--- config.mk ---
export PLATFORM = sky130hd
export DESIGN_NAME = calendar_date_counter_core
export DESIGN_NICKNAME = d
export VERILOG_FILES = /design/src/design/caldate_pkg.sv /design/src/design/calendar_date_counter_core.sv
export SDC_FILE = /design/constraint.sdc
export NUM_CORES = 1
export LEC_CHECK = 0
export ABC_AREA = 1
export CAP_MARGIN = 20
export CORE_MARGIN = 1
export CORE_UTILIZATION = 35
export DETAILED_ROUTE_END_ITERATION = 16
export DONT_BUFFER_PORTS = 1
export PLACE_DENSITY = 0.45
export SLEW_MARGIN = 10
export SYNTH_ARGS = -nofsm -noshare
export SYNTH_HDL_FRONTEND = slang
export SYNTH_SLANG_ARGS = --single-unit
export TNS_END_PERCENT = 100
--- constraint.sdc ---
create_clock -name clk -period 12 [get_ports clk]
set_input_delay 2.4 -clock clk [delete_from_list [all_inputs] [get_ports clk]]
set_output_delay 2.4 -clock clk [all_outputs]
set_load 0.05 [all_outputs]
--- src/design/caldate_pkg.sv ---
// Shared types, codes and calendar helpers for the Gregorian date counter.
// Used by calendar_date_counter_core; depends on nothing else.
package caldate_pkg;

	localparam int YEAR_W   = 14;
	localparam int MONTH_W  = 4;
	localparam int DAY_W    = 5;
	localparam int DOY_W    = 9;
	localparam int FUNC_W   = 2;
	localparam int STATUS_W = 2;

	// Stream payload widths, padded to whole bytes
	localparam int IN_DATA_W  = 24;
	localparam int OUT_DATA_W = 40;

	typedef logic [YEAR_W-1:0]   year_t;
	typedef logic [MONTH_W-1:0]  month_t;
	typedef logic [DAY_W-1:0]    day_t;
	typedef logic [DOY_W-1:0]    doy_t;
	typedef logic [FUNC_W-1:0]   func_t;
	typedef logic [STATUS_W-1:0] status_t;

	localparam func_t FUNC_ADVANCE = 2'd0;
	localparam func_t FUNC_RETREAT = 2'd1;
	localparam func_t FUNC_LOAD    = 2'd2;

	localparam status_t ST_OK       = 2'd0;
	localparam status_t ST_BAD_LOAD = 2'd1;
	localparam status_t ST_RANGE    = 2'd2;

	localparam year_t  RESET_YEAR = 14'd2000;
	localparam month_t JANUARY    = 4'd1;
	localparam month_t FEBRUARY   = 4'd2;
	localparam month_t DECEMBER   = 4'd12;
	localparam day_t   FIRST_DAY  = 5'd1;
	localparam day_t   LAST_DAY   = 5'd31;

	// Leap rule. The century count comes from a reciprocal multiply:
	// floor(y * 5243 / 2^19) equals floor(y / 100) for every 14-bit y.
	function automatic logic is_leap(input year_t y);
		logic [26:0] prod;
		logic [7:0]  cent;
		year_t       rem;
		prod = 27'(y) * 27'(5243);
		cent = prod[26:19];
		rem  = y - YEAR_W'(YEAR_W'(cent) * YEAR_W'(100));
		return (y[1:0] == 2'd0) && ((rem != '0) || (cent[1:0] == 2'd0));
	endfunction

	function automatic day_t month_len(input month_t m, input logic leap);
		day_t n;
		unique case (m)
			4'd1, 4'd3, 4'd5, 4'd7, 4'd8, 4'd10, 4'd12: n = 5'd31;
			4'd4, 4'd6, 4'd9, 4'd11:                    n = 5'd30;
			4'd2:                                       n = leap ? 5'd29 : 5'd28;
			default:                                    n = 5'd0;
		endcase
		return n;
	endfunction

	function automatic doy_t days_before(input month_t m);
		doy_t n;
		unique case (m)
			4'd2:    n = 9'd31;
			4'd3:    n = 9'd59;
			4'd4:    n = 9'd90;
			4'd5:    n = 9'd120;
			4'd6:    n = 9'd151;
			4'd7:    n = 9'd181;
			4'd8:    n = 9'd212;
			4'd9:    n = 9'd243;
			4'd10:   n = 9'd273;
			4'd11:   n = 9'd304;
			4'd12:   n = 9'd334;
			default: n = 9'd0;
		endcase
		return n;
	endfunction

endpackage

--- src/design/calendar_date_counter_core.sv ---
// Gregorian date counter: top level with input register, date state and result register.
// Depends on caldate_pkg for types, operation and status codes and calendar helpers.
//
// Holds a date (reset to 1 January 2000) and applies one operation per transaction:
// advance one day, retreat one day, or load a checked date (tuser selects which).
// Each transaction returns the resulting date, its day of year, the leap flag and a
// status. The block takes one transaction per cycle while results are taken; an
// accepted item waits in the input register and is offered once it moves to the result
// register, and the date state updates on that same edge. A stalled result holds the
// input register and, once that register is full, drops tready until the result is taken.
// Years run from 0 to MAX_YEAR; a step beyond that keeps the date and flags it.
module calendar_date_counter_core #(
	parameter int unsigned MAX_YEAR = 9999
) (
	input  logic                                  clk,
	input  logic                                  arst_n,
	input  logic                                  s_tvalid,
	output logic                                  s_tready,
	// new_year[13:0], new_month[17:14], new_day[22:18], zero pad
	input  logic [caldate_pkg::IN_DATA_W-1:0]     s_tdata,
	// func[1:0]
	input  logic [caldate_pkg::FUNC_W-1:0]        s_tuser,
	output logic                                  m_tvalid,
	input  logic                                  m_tready,
	// year[13:0], month[17:14], day[22:18], day_of_year[31:23], leap_year[32], zero pad
	output logic [caldate_pkg::OUT_DATA_W-1:0]    m_tdata,
	// status[1:0]
	output logic [caldate_pkg::STATUS_W-1:0]      m_tuser
);
	import caldate_pkg::*;

	localparam year_t MAX_YEAR_C = YEAR_W'(MAX_YEAR);

	// Input register
	logic    valid_s1;
	func_t   func_s1;
	year_t   new_year_s1;
	month_t  new_month_s1;
	day_t    new_day_s1;
	logic    new_leap_s1;

	// Date state
	year_t   year_q;
	month_t  month_q;
	day_t    day_q;
	logic    leap_q;

	// Result register
	logic    m_valid_q;
	year_t   res_year_q;
	month_t  res_month_q;
	day_t    res_day_q;
	doy_t    res_doy_q;
	logic    res_leap_q;
	status_t res_status_q;

	logic    out_free;
	logic    s1_ready;
	logic    advance;

	year_t   year_nx;
	month_t  month_nx;
	day_t    day_nx;
	logic    leap_nx;
	status_t status_nx;
	doy_t    doy_nx;
	logic    leap_up;
	logic    leap_dn;
	logic    load_ok;

	assign out_free = !m_valid_q || m_tready;
	assign s1_ready = !valid_s1 || out_free;
	assign s_tready = s1_ready;
	assign advance  = valid_s1 && out_free;

	always_ff @(posedge clk or negedge arst_n) begin
		if (!arst_n) begin
			valid_s1 <= 1'b0;
		end else if (s1_ready) begin
			valid_s1 <= s_tvalid;
		end
	end

	always_ff @(posedge clk) begin
		if (s_tvalid && s1_ready) begin
			func_s1      <= s_tuser;
			new_year_s1  <= s_tdata[13:0];
			new_month_s1 <= s_tdata[17:14];
			new_day_s1   <= s_tdata[22:18];
			new_leap_s1  <= is_leap(s_tdata[13:0]);
		end
	end

	assign leap_up = is_leap(year_q + YEAR_W'(1));
	assign leap_dn = is_leap(year_q - YEAR_W'(1));

	assign load_ok = (new_month_s1 >= JANUARY) && (new_month_s1 <= DECEMBER)
		&& (new_day_s1 >= FIRST_DAY)
		&& (new_day_s1 <= month_len(new_month_s1, new_leap_s1))
		&& (new_year_s1 <= MAX_YEAR_C);

	always_comb begin
		year_nx   = year_q;
		month_nx  = month_q;
		day_nx    = day_q;
		leap_nx   = leap_q;
		status_nx = ST_OK;
		unique case (func_s1)
			FUNC_ADVANCE: begin
				if ((month_q == DECEMBER) && (day_q == LAST_DAY)) begin
					if (year_q >= MAX_YEAR_C) begin
						status_nx = ST_RANGE;
					end else begin
						year_nx  = year_q + YEAR_W'(1);
						month_nx = JANUARY;
						day_nx   = FIRST_DAY;
						leap_nx  = leap_up;
					end
				end else if (day_q >= month_len(month_q, leap_q)) begin
					month_nx = month_q + MONTH_W'(1);
					day_nx   = FIRST_DAY;
				end else begin
					day_nx = day_q + DAY_W'(1);
				end
			end
			FUNC_RETREAT: begin
				if ((month_q == JANUARY) && (day_q == FIRST_DAY)) begin
					if (year_q == '0) begin
						status_nx = ST_RANGE;
					end else begin
						year_nx  = year_q - YEAR_W'(1);
						month_nx = DECEMBER;
						day_nx   = LAST_DAY;
						leap_nx  = leap_dn;
					end
				end else if (day_q <= FIRST_DAY) begin
					month_nx = month_q - MONTH_W'(1);
					day_nx   = month_len(month_q - MONTH_W'(1), leap_q);
				end else begin
					day_nx = day_q - DAY_W'(1);
				end
			end
			FUNC_LOAD: begin
				if (load_ok) begin
					year_nx  = new_year_s1;
					month_nx = new_month_s1;
					day_nx   = new_day_s1;
					leap_nx  = new_leap_s1;
				end else begin
					status_nx = ST_BAD_LOAD;
				end
			end
			default: begin
				// unused code: hold the date
			end
		endcase
		doy_nx = days_before(month_nx) + DOY_W'(day_nx)
			+ DOY_W'((month_nx > FEBRUARY) && leap_nx);
	end

	always_ff @(posedge clk or negedge arst_n) begin
		if (!arst_n) begin
			year_q    <= RESET_YEAR;
			month_q   <= JANUARY;
			day_q     <= FIRST_DAY;
			leap_q    <= 1'b1;
			m_valid_q <= 1'b0;
		end else begin
			if (advance) begin
				year_q  <= year_nx;
				month_q <= month_nx;
				day_q   <= day_nx;
				leap_q  <= leap_nx;
			end
			if (out_free) begin
				m_valid_q <= valid_s1;
			end
		end
	end

	always_ff @(posedge clk) begin
		if (advance) begin
			res_year_q   <= year_nx;
			res_month_q  <= month_nx;
			res_day_q    <= day_nx;
			res_doy_q    <= doy_nx;
			res_leap_q   <= leap_nx;
			res_status_q <= status_nx;
		end
	end

	assign m_tvalid = m_valid_q;
	assign m_tdata  = {7'd0, res_leap_q, res_doy_q, res_day_q, res_month_q, res_year_q};
	assign m_tuser  = res_status_q;

	// Leap flag tracks the held year
	a_leap_consistent: assert property (@(posedge clk) disable iff (!arst_n)
		leap_q == is_leap(year_q))
		else $error("leap flag does not match held year");

	// Held date is always a real calendar date
	a_date_valid: assert property (@(posedge clk) disable iff (!arst_n)
		(month_q >= JANUARY) && (month_q <= DECEMBER) && (day_q >= FIRST_DAY)
		&& (day_q <= month_len(month_q, leap_q)))
		else $error("held date is not a valid date");

	// A stalled result blocks any date update
	a_stall_holds_date: assert property (@(posedge clk) disable iff (!arst_n)
		(m_tvalid && !m_tready) |=> ($stable(year_q) && $stable(month_q) && $stable(day_q)))
		else $error("date changed while result stalled");

endmodule

==> results of run 1 <==
-- cells in the final DEF (no fill, tap or decap), drive strengths merged, types with 6 or more instances in the layout --
cell type,count
inv,554
o21ai,101
clkinv,6
o21bai,16
nor2,100
buf,37
o211ai,16
nand4,23
a22oi,8
edfxtp,61
or2,7
nand3,89
xor2,64
nand3b,8
dfstp,9
nand2,368
nor3,14
xnor2,34
o2111ai,7
ha,436
clkbuf,9
a21oi,106
fa,190
conb,7
a31oi,8
dfrtp,17
a21o,8
-- registers in the layout (all words and copies together), names as in the netlist, 5 cells and up --
signal / count
day_q: 5
new_day_s1: 5
new_year_s1: 14
res_day_q: 5
res_doy_q: 9
res_year_q: 14
year_q: 14
-- through the flow --
step / area (µm²) / cells / util, % / worst slack [ns] / hold slack (ns)
after detailed placement: 20700 / 3073 / 37.4 / 0.339 / 0.526
after CTS: 20900 / 3089 / 37.9 / 0.273 / 0.536
after global placement: 20700 / 3073 / 37.4 / 0.328 / 0.513
after floorplan: 19700 / 2319 / - / 1.48 / 0.463
after global routing: 21000 / 3094 / 38.1 / 0.0159 / 0.565
final: 21000 / 3094 / 38.1 / 0.952 / 0.532
-- routing by layer --
| layer | vias up | wire length (µm) |
|---|---|---|
| met5 | - | 0 |
| met2 | 192 | 23400 |
| met3 | 24 | 1760 |
| met4 | 0 | 497 |
| met1 | 6963 | 23800 |
| li1 | 7496 | - |
-- cells by family (layout without fill, tap and decap cells) --
family / Yosys count / count (layout) / share of synthesized area (%)
compound gates: 304 / 304 / 9.22
xor+xnor: 98 / 98 / 4.41
fa+ha+maj: 626 / 626 / 47.2
buf+inv: 581 / 608 / 11.5
flops: 87 / 87 / 12.7
other cells: 1 / 7 / 0.0191
simple gates: 616 / 616 / 15.0
-- what timing repair did --
item | CTS | global route
endpoints found under the setup margin | 0 | 7
buffers inserted | 0 | 4
gates resized for setup | 0 | 16
hold endpoints to repair | 0 | 0
-- worst paths after layout --
path                                 to  slack, ns  startpoint
setup / recovery           res_doy_q[6]       0.95   year_q[1]
min in group asynchronous     year_q[3]       1.74      arst_n
max in group asynchronous      day_q[0]      10.07      arst_n
hold / removal                   leap_q       0.53      leap_q
hold reg to reg                  leap_q       0.53      leap_q
setup reg to reg           res_doy_q[6]       0.95   year_q[1]
-- critical path: cells and delay by family (launching register included) --
family | cells | cell delay, ns
AOI/OAI and AO/OA | 10 | 1.65
xor gates and xnor gates | 4 | 0.82
adders and majority gates | 14 | 5.07
buffers and inverters | 10 | 0.78
DFF | 1 | 0.41
and+or+nand+nor | 18 | 2.03
-- area by class of cell --
type                       count  area, µm²  share of cell area, %
timing repair buffer          37        289                   1.37
sequential                    87       2490                   11.9
clock inverter                 7       47.5                  0.226
tap                          748        936                   4.45
clock buffer                   9        225                   1.07
inverter                     555       2100                   9.96
multi-input combinational   1651      15000                   71.1
==> results by group, run 1 <==
Routing
  • Drt wl/cell: 16.0 µm
  • Drt drc: 0
  • DRT Pass-1 Iters: 5
  • Final ANT Viol Nets: 0
  • Initial DRC count: 613
  • Total number of vias: 14700
  • Vias per std cell: 4.74
  • Drt total wl: 49500 µm

STA
  • Layout Skew: 0.0116 ns
  • Crit share post-route: 92.1%
  • Worst slew margin: 48.0%
  • RSZ-0062 raised after global routing: false
  • Post-layout min period: 11.05 ns
  • Final setup fails: 0
  • Worst slew pin tran: 0.773 ns
  • Max Fclk: 0.0905 GHz
  • Setup TNS: 0 ns
  • Final Hold Violating Endpoints: 0
  • Final Slew Violations: 0

Synthesis
  • Synth top area share: 27.8%
  • Yosys top cell by area: ha_1
  • Number of enable flip-flop cells after synthesis: 61
  • Synth cell count leaders: inv_1 (537), ha_1 (436), nand2_1 (339)
  • Syn. warnings: 0
  • Async SR Flop Fraction: 29.9%
  • Top cells by area, synth: ha_1 (28%), fa_1 (19%), inv_1 (10%)
  • Yosys reg bits: 87
  • Dominant synthesized flop cell: edfxtp_1
  • Synthesized instance count: 2313
  • Top-count cell post-synth: inv_1
  • Unique cell type count in the Yosys netlist: 68
  • Post-Syn Area: 19600 µm²
  • Synthesized area per cell: 8.49 µm²
  • Sequential area share after synthesis: 12.7%

Layout
  • Layout cells sized above 1: 6.99%
  • Diodes inserted: 0
  • Filler Cell Count: 5753
  • Nets@finish: 2997
  • Layout area overhead: 7.19%

Placed design
  • Port Buffer Count: 0
  • Post-DP HPWL: 42700 µm
  • Routability congestion estimate: 0.881

Global routing
  • Met2 Use GR: 30.7%
  • Grt met1 use: 24.7%
  • First-pass GRT wire length: 80900 µm
  • Met3 routing resource usage after global routing: 2.29%
  • Total congestion overflow: 0
  • Antenna violations before repair: 0
  • Top Usage Layer GRT: met2
  • Number of global-route vias before repair: 15300
  • Largest net degree at the start of global routing: 69
  • Overall Global Routing Usage: 18.0%

Worst setup path
  • Slowest stage delay, CP: 0.55 ns
  • CP most frequent cell: inv_1
  • CP endpoint kind: register
  • CP startpoint kind: register
  • CP required: 12.09 ns
  • Crit-path max FO: 6
  • Arrival @ worst endpoint: 11.14 ns
  • R2R depth: 56
  • Critical path's slowest cell: fa_1
  • Critical path class: reg -> reg

Clocking
  • Clock Tree Root: clkbuf_16
  • CTS tree: built
  • Skew-Pair Late Insertion Delay: 0.35 ns
  • Clock sink total: 87
  • Maximum clock insertion buffer count: 2
  • Clk slew on worst S/H paths: 0.07 ns
  • H-tree depth: 3
  • Num CTS Buffers: 9
  • Cts hold-fix bufs: 0

Worst hold path
  • Hold path depth: 2
  • Tightest Hold Check Type: reg -> reg

Floorplan
  • Die width: 239 µm
  • Core area: 55300 µm²
  • Row cnt: 86
  • Die ar.: 57000 µm²
  • Initial Utilization: 35.5%
  • Boundary Pins: 74
  • Die height: 239 µm

Flow run
  • # Max-Cap Violations: 0

Run status
  • Status: complete, no violations
Power of run 1 is not shown: default switching activity piles up to over one toggle a cycle in this logic, so the estimate is an artifact.
==> run 2, diff against run 1 <==
PLACE_DENSITY = default   (was 0.45)
PLACE_DENSITY_LB_ADDON = 0.2   (was default)
==> run 2 against run 1 <==
Wire length fell by 2.3%. Critical path depth rose by 1. Utilization fell by 0.12 points. First-iteration DRC count rose by 22%.
==> results by group, run 2 (synthesized netlist as in run 1, its figures left out) <==
Global routing
  • First-pass GRT wire length: 79600 µm (-1.6%)
  • Antenna violations before repair: 5 (+5)
  • Overall Global Routing Usage: 17.5% (-0.46 points)
  • Largest net degree at the start of global routing: 79 (+14%)
  • Total congestion overflow: 0 (unchanged)
  • Number of global-route vias before repair: 15500 (+0.89%)

STA
  • Worst slew pin tran: 0.939 ns (+0.166 ns)
  • Layout Skew: 0.0157 ns (+0.00407 ns)
  • Final setup fails: 0 (unchanged)
  • Max Fclk: 0.0893 GHz (-1.3%)
  • Post-layout min period: 11.19 ns (+0.147 ns)
  • Final Slew Violations: 0 (unchanged)
  • Min Hold Slack: 0.508 ns (-0.0242 ns)
  • Worst slew margin: 37.3% (-11 points)
  • Final Hold Violating Endpoints: 0 (unchanged)
  • Crit share post-route: 93.3% (+1.2 points)
  • RSZ-0062 raised after global routing: false
  • Setup TNS: 0 ns (unchanged)

Routing
  • Drt drc: 0 (unchanged)
  • Drt total wl: 48400 µm (-2.3%)
  • Initial DRC count: 750 (+22%)
  • Drt wl/cell: 15.7 µm (-2.0%)
  • Total number of vias: 14800 (+1.0%)
  • DRT Pass-1 Iters: 7 (+2)
  • Final ANT Viol Nets: 0 (unchanged)
  • Vias per std cell: 4.81 (+1.3%)

Clocking
  • CTS tree: built
  • Clock Tree Root: clkbuf_16
  • Maximum clock insertion buffer count: 2 (unchanged)
  • Skew-Pair Late Insertion Delay: 0.36 ns (about the same)
  • H-tree depth: 3 (unchanged)
  • Clock sink total: 87 (unchanged)
  • Num CTS Buffers: 9 (unchanged)
  • Clk slew on worst S/H paths: 0.07 ns (about the same)

Placed design
  • Routability congestion estimate: 0.858 (-2.6%)
  • Placed cells: 3068 (-0.16%)
  • Post-DP HPWL: 41600 µm (-2.5%)
  • Port Buffer Count: 0 (unchanged)

Flow run
  • # Max-Cap Violations: 0 (unchanged)

Worst setup path
  • Critical path class: reg -> reg
  • Arrival @ worst endpoint: 11.30 ns (+0.16 ns)
  • Crit path from: year_q[1]
  • Crit-path max FO: 9 (+3)
  • Critical path's slowest cell: fa_1
  • Crit Reg-Reg Startpoint: year_q[1]
  • R2R depth: 57 (+1.8%)
  • CP most frequent cell: nand2_1
  • Slowest stage delay, CP: 0.57 ns (+0.02 ns)
  • RR Endpoint: res_doy_q[8]
  • Setup crit end: res_doy_q[8]
  • CP required: 12.11 ns (+0.02 ns)
  • FF-to-FF setup slack: 0.81 ns (-0.15 ns)
  • CP startpoint kind: register
  • CP endpoint kind: register

Floorplan
  • Initial Utilization: 35.5% (unchanged)
  • Boundary Pins: 74 (unchanged)
  • Die height: 239 µm (unchanged)
  • Core area: 55300 µm² (unchanged)
  • Row cnt: 86 (unchanged)
  • Die width: 239 µm (unchanged)
  • Die ar.: 57000 µm² (unchanged)

Layout
  • Diodes inserted: 0 (unchanged)
  • Regs by FF count: new_year_s1 x14, res_year_q x14, year_q x14
  • Filler Cell Count: 5733 (-0.35%)
  • Commonest non-fill, non-tap cells in the layout: inv_1 (536), ha_1 (435), nand2_1 (339), fa_1 (190), a21oi_1 (102)
  • Final core utilization: 37.9% (-0.12 points)
  • Layout cells sized above 1: 6.42% (-0.57 points)
  • Nets@finish: 2988 (-0.30%)
  • Finished Layout Cells: 3085 (-0.29%)
  • Layout area overhead: 6.86%
  • Commonest non-fill, non-tap cell in the layout: inv_1

Run status
  • Status: complete, no violations

Worst hold path
  • Tightest Hold Check Type: reg -> reg
  • Hold Startpoint: leap_q
## run 2: worst min path at each step
stage / to / slack, ns / depth (start not counted)
floorplan: leap_q / 0.46 / 2
global placement: leap_q / 0.50 / 2
detailed placement: leap_q / 0.50 / 2
CTS: leap_q / 0.51 / 2
global route: leap_q / 0.51 / 2
finish: leap_q / 0.51 / 2
## run 2: what timing repair did
item | in CTS | in global routing
resized for setup | 0 | 14
hold buffers | 0 | 0
endpoints found under the setup margin | 0 | 6
setup buffers | 0 | 1
## run 2: final cells by class
class	count	area, µm²	share of cell area (%)
clock buffers	10	229	1.09
clock inverters	6	61.3	0.292
inverters	555	2090	9.98
multi-input cells	1651	14900	71.2
flip-flops and latches	87	2490	11.9
well taps	748	936	4.46
repair buffers	28	223	1.06
## run 2: metal layers
metal,share of wire [%],track usage [%]
met5,0.12,0
met3,4.4,2.46
met2,47,29.8
met4,1.8,3.50
met1,47,23.6
## run 2: metrics by stage
step	area [µm²]	setup slack, ns
CTS	20900	0.222
global route	21000	0.0326
finish	21000	0.805
detailed placement	20600	0.281
floorplan	19700	1.48
global placement	20600	0.384
## run 2: critical path: cells and delay by family (launching register included)
| kind | cells | cell delay, ns |
|---|---|---|
| DFF | 1 | 0.48 |
| and+or+nand+nor | 26 | 2.47 |
| AOI/OAI and AO/OA | 8 | 1.34 |
| adders and majority gates | 14 | 5.29 |
| buffers and inverters | 7 | 0.77 |
| xor gates and xnor gates | 2 | 0.55 |
Power of run 2 is left out for the same reason.
==> run 3, diff against run 2 <==
MAX_ROUTING_LAYER = met4   (was default)
RECOVER_POWER = 50   (was default)
==> run 3 against run 2 <==
Hold slack got worse by 0.0028 ns. Non-clock buffer count is 8 higher. Sequential share of layout area is 0.059 points lower. Register-to-register slack improved by 0.03 ns. Final cell count increased by 0.39%. First-iteration DRC count down 16%. Flip-flop and latch count is the same. Clock-buffer cell count rose by 3. Fmax is 0.28% higher. Design area grew 0.50%. Utilization rose by 0.19 points. Wire length rose by 0.43%. Critical path type unchanged.
==> results by group, run 3 (synthesized netlist as in run 1, its figures left out) <==
Floorplan
  • Die ar.: 57000 µm² (unchanged)
  • Initial Utilization: 35.5% (unchanged)
  • Row cnt: 86 (unchanged)
  • Die height: 239 µm (unchanged)
  • Die width: 239 µm (unchanged)
  • Core area: 55300 µm² (unchanged)
  • Boundary Pins: 74 (unchanged)

Clocking
  • Clock Tree Root: clkbuf_16
  • Maximum clock insertion buffer count: 2 (unchanged)
  • H-tree depth: 3 (unchanged)
  • CTS tree: built
  • Cts hold-fix bufs: 0 (unchanged)
  • Skew-Pair Late Insertion Delay: 0.36 ns (about the same)
  • Clock sink total: 87 (unchanged)
  • Num CTS Buffers: 9 (unchanged)
  • Clk slew on worst S/H paths: 0.07 ns (about the same)

Worst setup path
  • Slowest stage delay, CP: 0.53 ns (-0.04 ns)
  • Arrival @ worst endpoint: 11.27 ns (-0.03 ns)
  • Crit-path max FO: 7 (-2)
  • CP required: 12.10 ns (about the same)
  • Critical path's slowest cell: fa_1
  • CP startpoint kind: register
  • CP endpoint kind: register
  • Critical path class: reg -> reg
  • CP most frequent cell: inv_1

Layout
  • Layout cells sized above 1: 6.70% (+0.28 points)
  • Filler Cell Count: 5746 (+0.23%)
  • Layout area overhead: 7.40%
  • Commonest non-fill, non-tap cell in the layout: inv_1
  • Commonest non-fill, non-tap cells in the layout: inv_1 (537), ha_1 (435), nand2_1 (341), fa_1 (190), a21oi_1 (102)
  • Regs by FF count: new_year_s1 x14, res_year_q x14, year_q x14
  • Finished Layout Cells: 3097 (+0.39%)
  • Nets@finish: 2996 (+0.27%)
  • Final core utilization: 38.1% (+0.19 points)

Flow run
  • # Max-Cap Violations: 0 (unchanged)

Global routing
  • Antenna violations before repair: 4 (-1)
  • Overall Global Routing Usage: 18.2% (+0.66 points)
  • Total congestion overflow: 0 (unchanged)
  • Largest net degree at the start of global routing: 79 (unchanged)
  • First-pass GRT wire length: 79800 µm (+0.33%)
  • Number of global-route vias before repair: 15400 (-0.63%)

STA
  • Worst slew pin tran: 0.963 ns (+0.0236 ns)
  • Max Fclk: 0.0896 GHz (+0.28%)
  • Final Hold Violating Endpoints: 0 (unchanged)
  • Min Hold Slack: 0.505 ns (-0.00279 ns)
  • Final setup fails: 0 (unchanged)
  • Layout Skew: 0.0138 ns (-0.00188 ns)
  • Final Slew Violations: 0 (unchanged)
  • Worst slew margin: 35.7% (-1.6 points)
  • Crit share post-route: 93.0% (-0.26 points)
  • Post-layout min period: 11.16 ns (-0.0310 ns)

Routing
  • Total number of vias: 14700 (-0.70%)
  • Drt wl/cell: 15.7 µm (about the same)
  • Final ANT Viol Nets: 0 (unchanged)
  • DRT Pass-1 Iters: 5 (-2)
  • Drt drc: 0 (unchanged)
  • Drt total wl: 48600 µm (+0.43%)
  • Vias per std cell: 4.75 (-1.1%)
  • Initial DRC count: 629 (-16%)

Placed design
  • Post-DP HPWL: 41900 µm (+0.82%)
  • Placed cells: 3073 (+0.16%)
  • Port Buffer Count: 0 (unchanged)
  • Routability congestion estimate: 0.892 (+3.9%)

Worst hold path
  • Tightest Hold Check Type: reg -> reg

Run status
  • Status: complete, no violations
[run 3: worst max-delay path: cells and delay by family (launching register included)]
kind            cells  cell delay, ns
simple gates       16            2.03
xor+xnor            4            0.76
buf+inv            10            0.82
fa+ha+maj          14            5.05
compound gates     11            1.80
flops               1            0.44
[run 3: what timing repair did]
item                       4_1_cts  5_1_grt
setup buffers                    0        4
resized for setup                0       17
setup endpoints to repair        0        8
[run 3: final cells by class]
type	instances	area, µm²	share of cell area, %
Inverter	555	2090	9.93
Timing Repair Buffer	36	267	1.26
Clock buffer	13	262	1.24
Clock inverter	3	65.1	0.309
Multi-Input combinational cell	1651	15000	70.9
Tap cell	748	936	4.44
Antenna cell	4	10.0	0.0475
Sequential cell	87	2490	11.8
[run 3: worst paths after layout]
path | start | to | cells past startpoint | slack [ns]
max in group asynchronous | arst_n | day_q[0] | 0 | 10.08
worst min register to register | leap_q | leap_q | 2 | 0.50
min in group asynchronous | arst_n | year_q[0] | 0 | 1.74
worst max-delay path | year_q[1] | res_doy_q[6] | 55 | 0.84
worst min-delay path | leap_q | leap_q | 2 | 0.50
worst max register to register | year_q[1] | res_doy_q[6] | 55 | 0.84
[run 3: metal layers]
layer,vias to the layer above,share of wire [%],track usage (%),routed length (µm)
met5,-,0,-,0
met4,0,2.0,4.41,979
met3,47,4.5,2.81,2170
met2,203,47,29.9,22800
met1,6981,47,23.4,22600
li1,7490,-,-,-
[run 3: stage by stage]
| stage | worst slack, ns | cell area, µm² | setup TNS [ns] |
|---|---|---|---|
| final | 0.836 | 21100 | 0 |
| after global routing | -0.0432 | 21100 | -0.0695 |
| after CTS | 0.188 | 21000 | 0 |
| after detailed placement | 0.239 | 20700 | 0 |
| after global placement | 0.274 | 20700 | 0 |
| after floorplan | 1.48 | 19700 | 0 |
Power of run 3 is left out for the same reason.
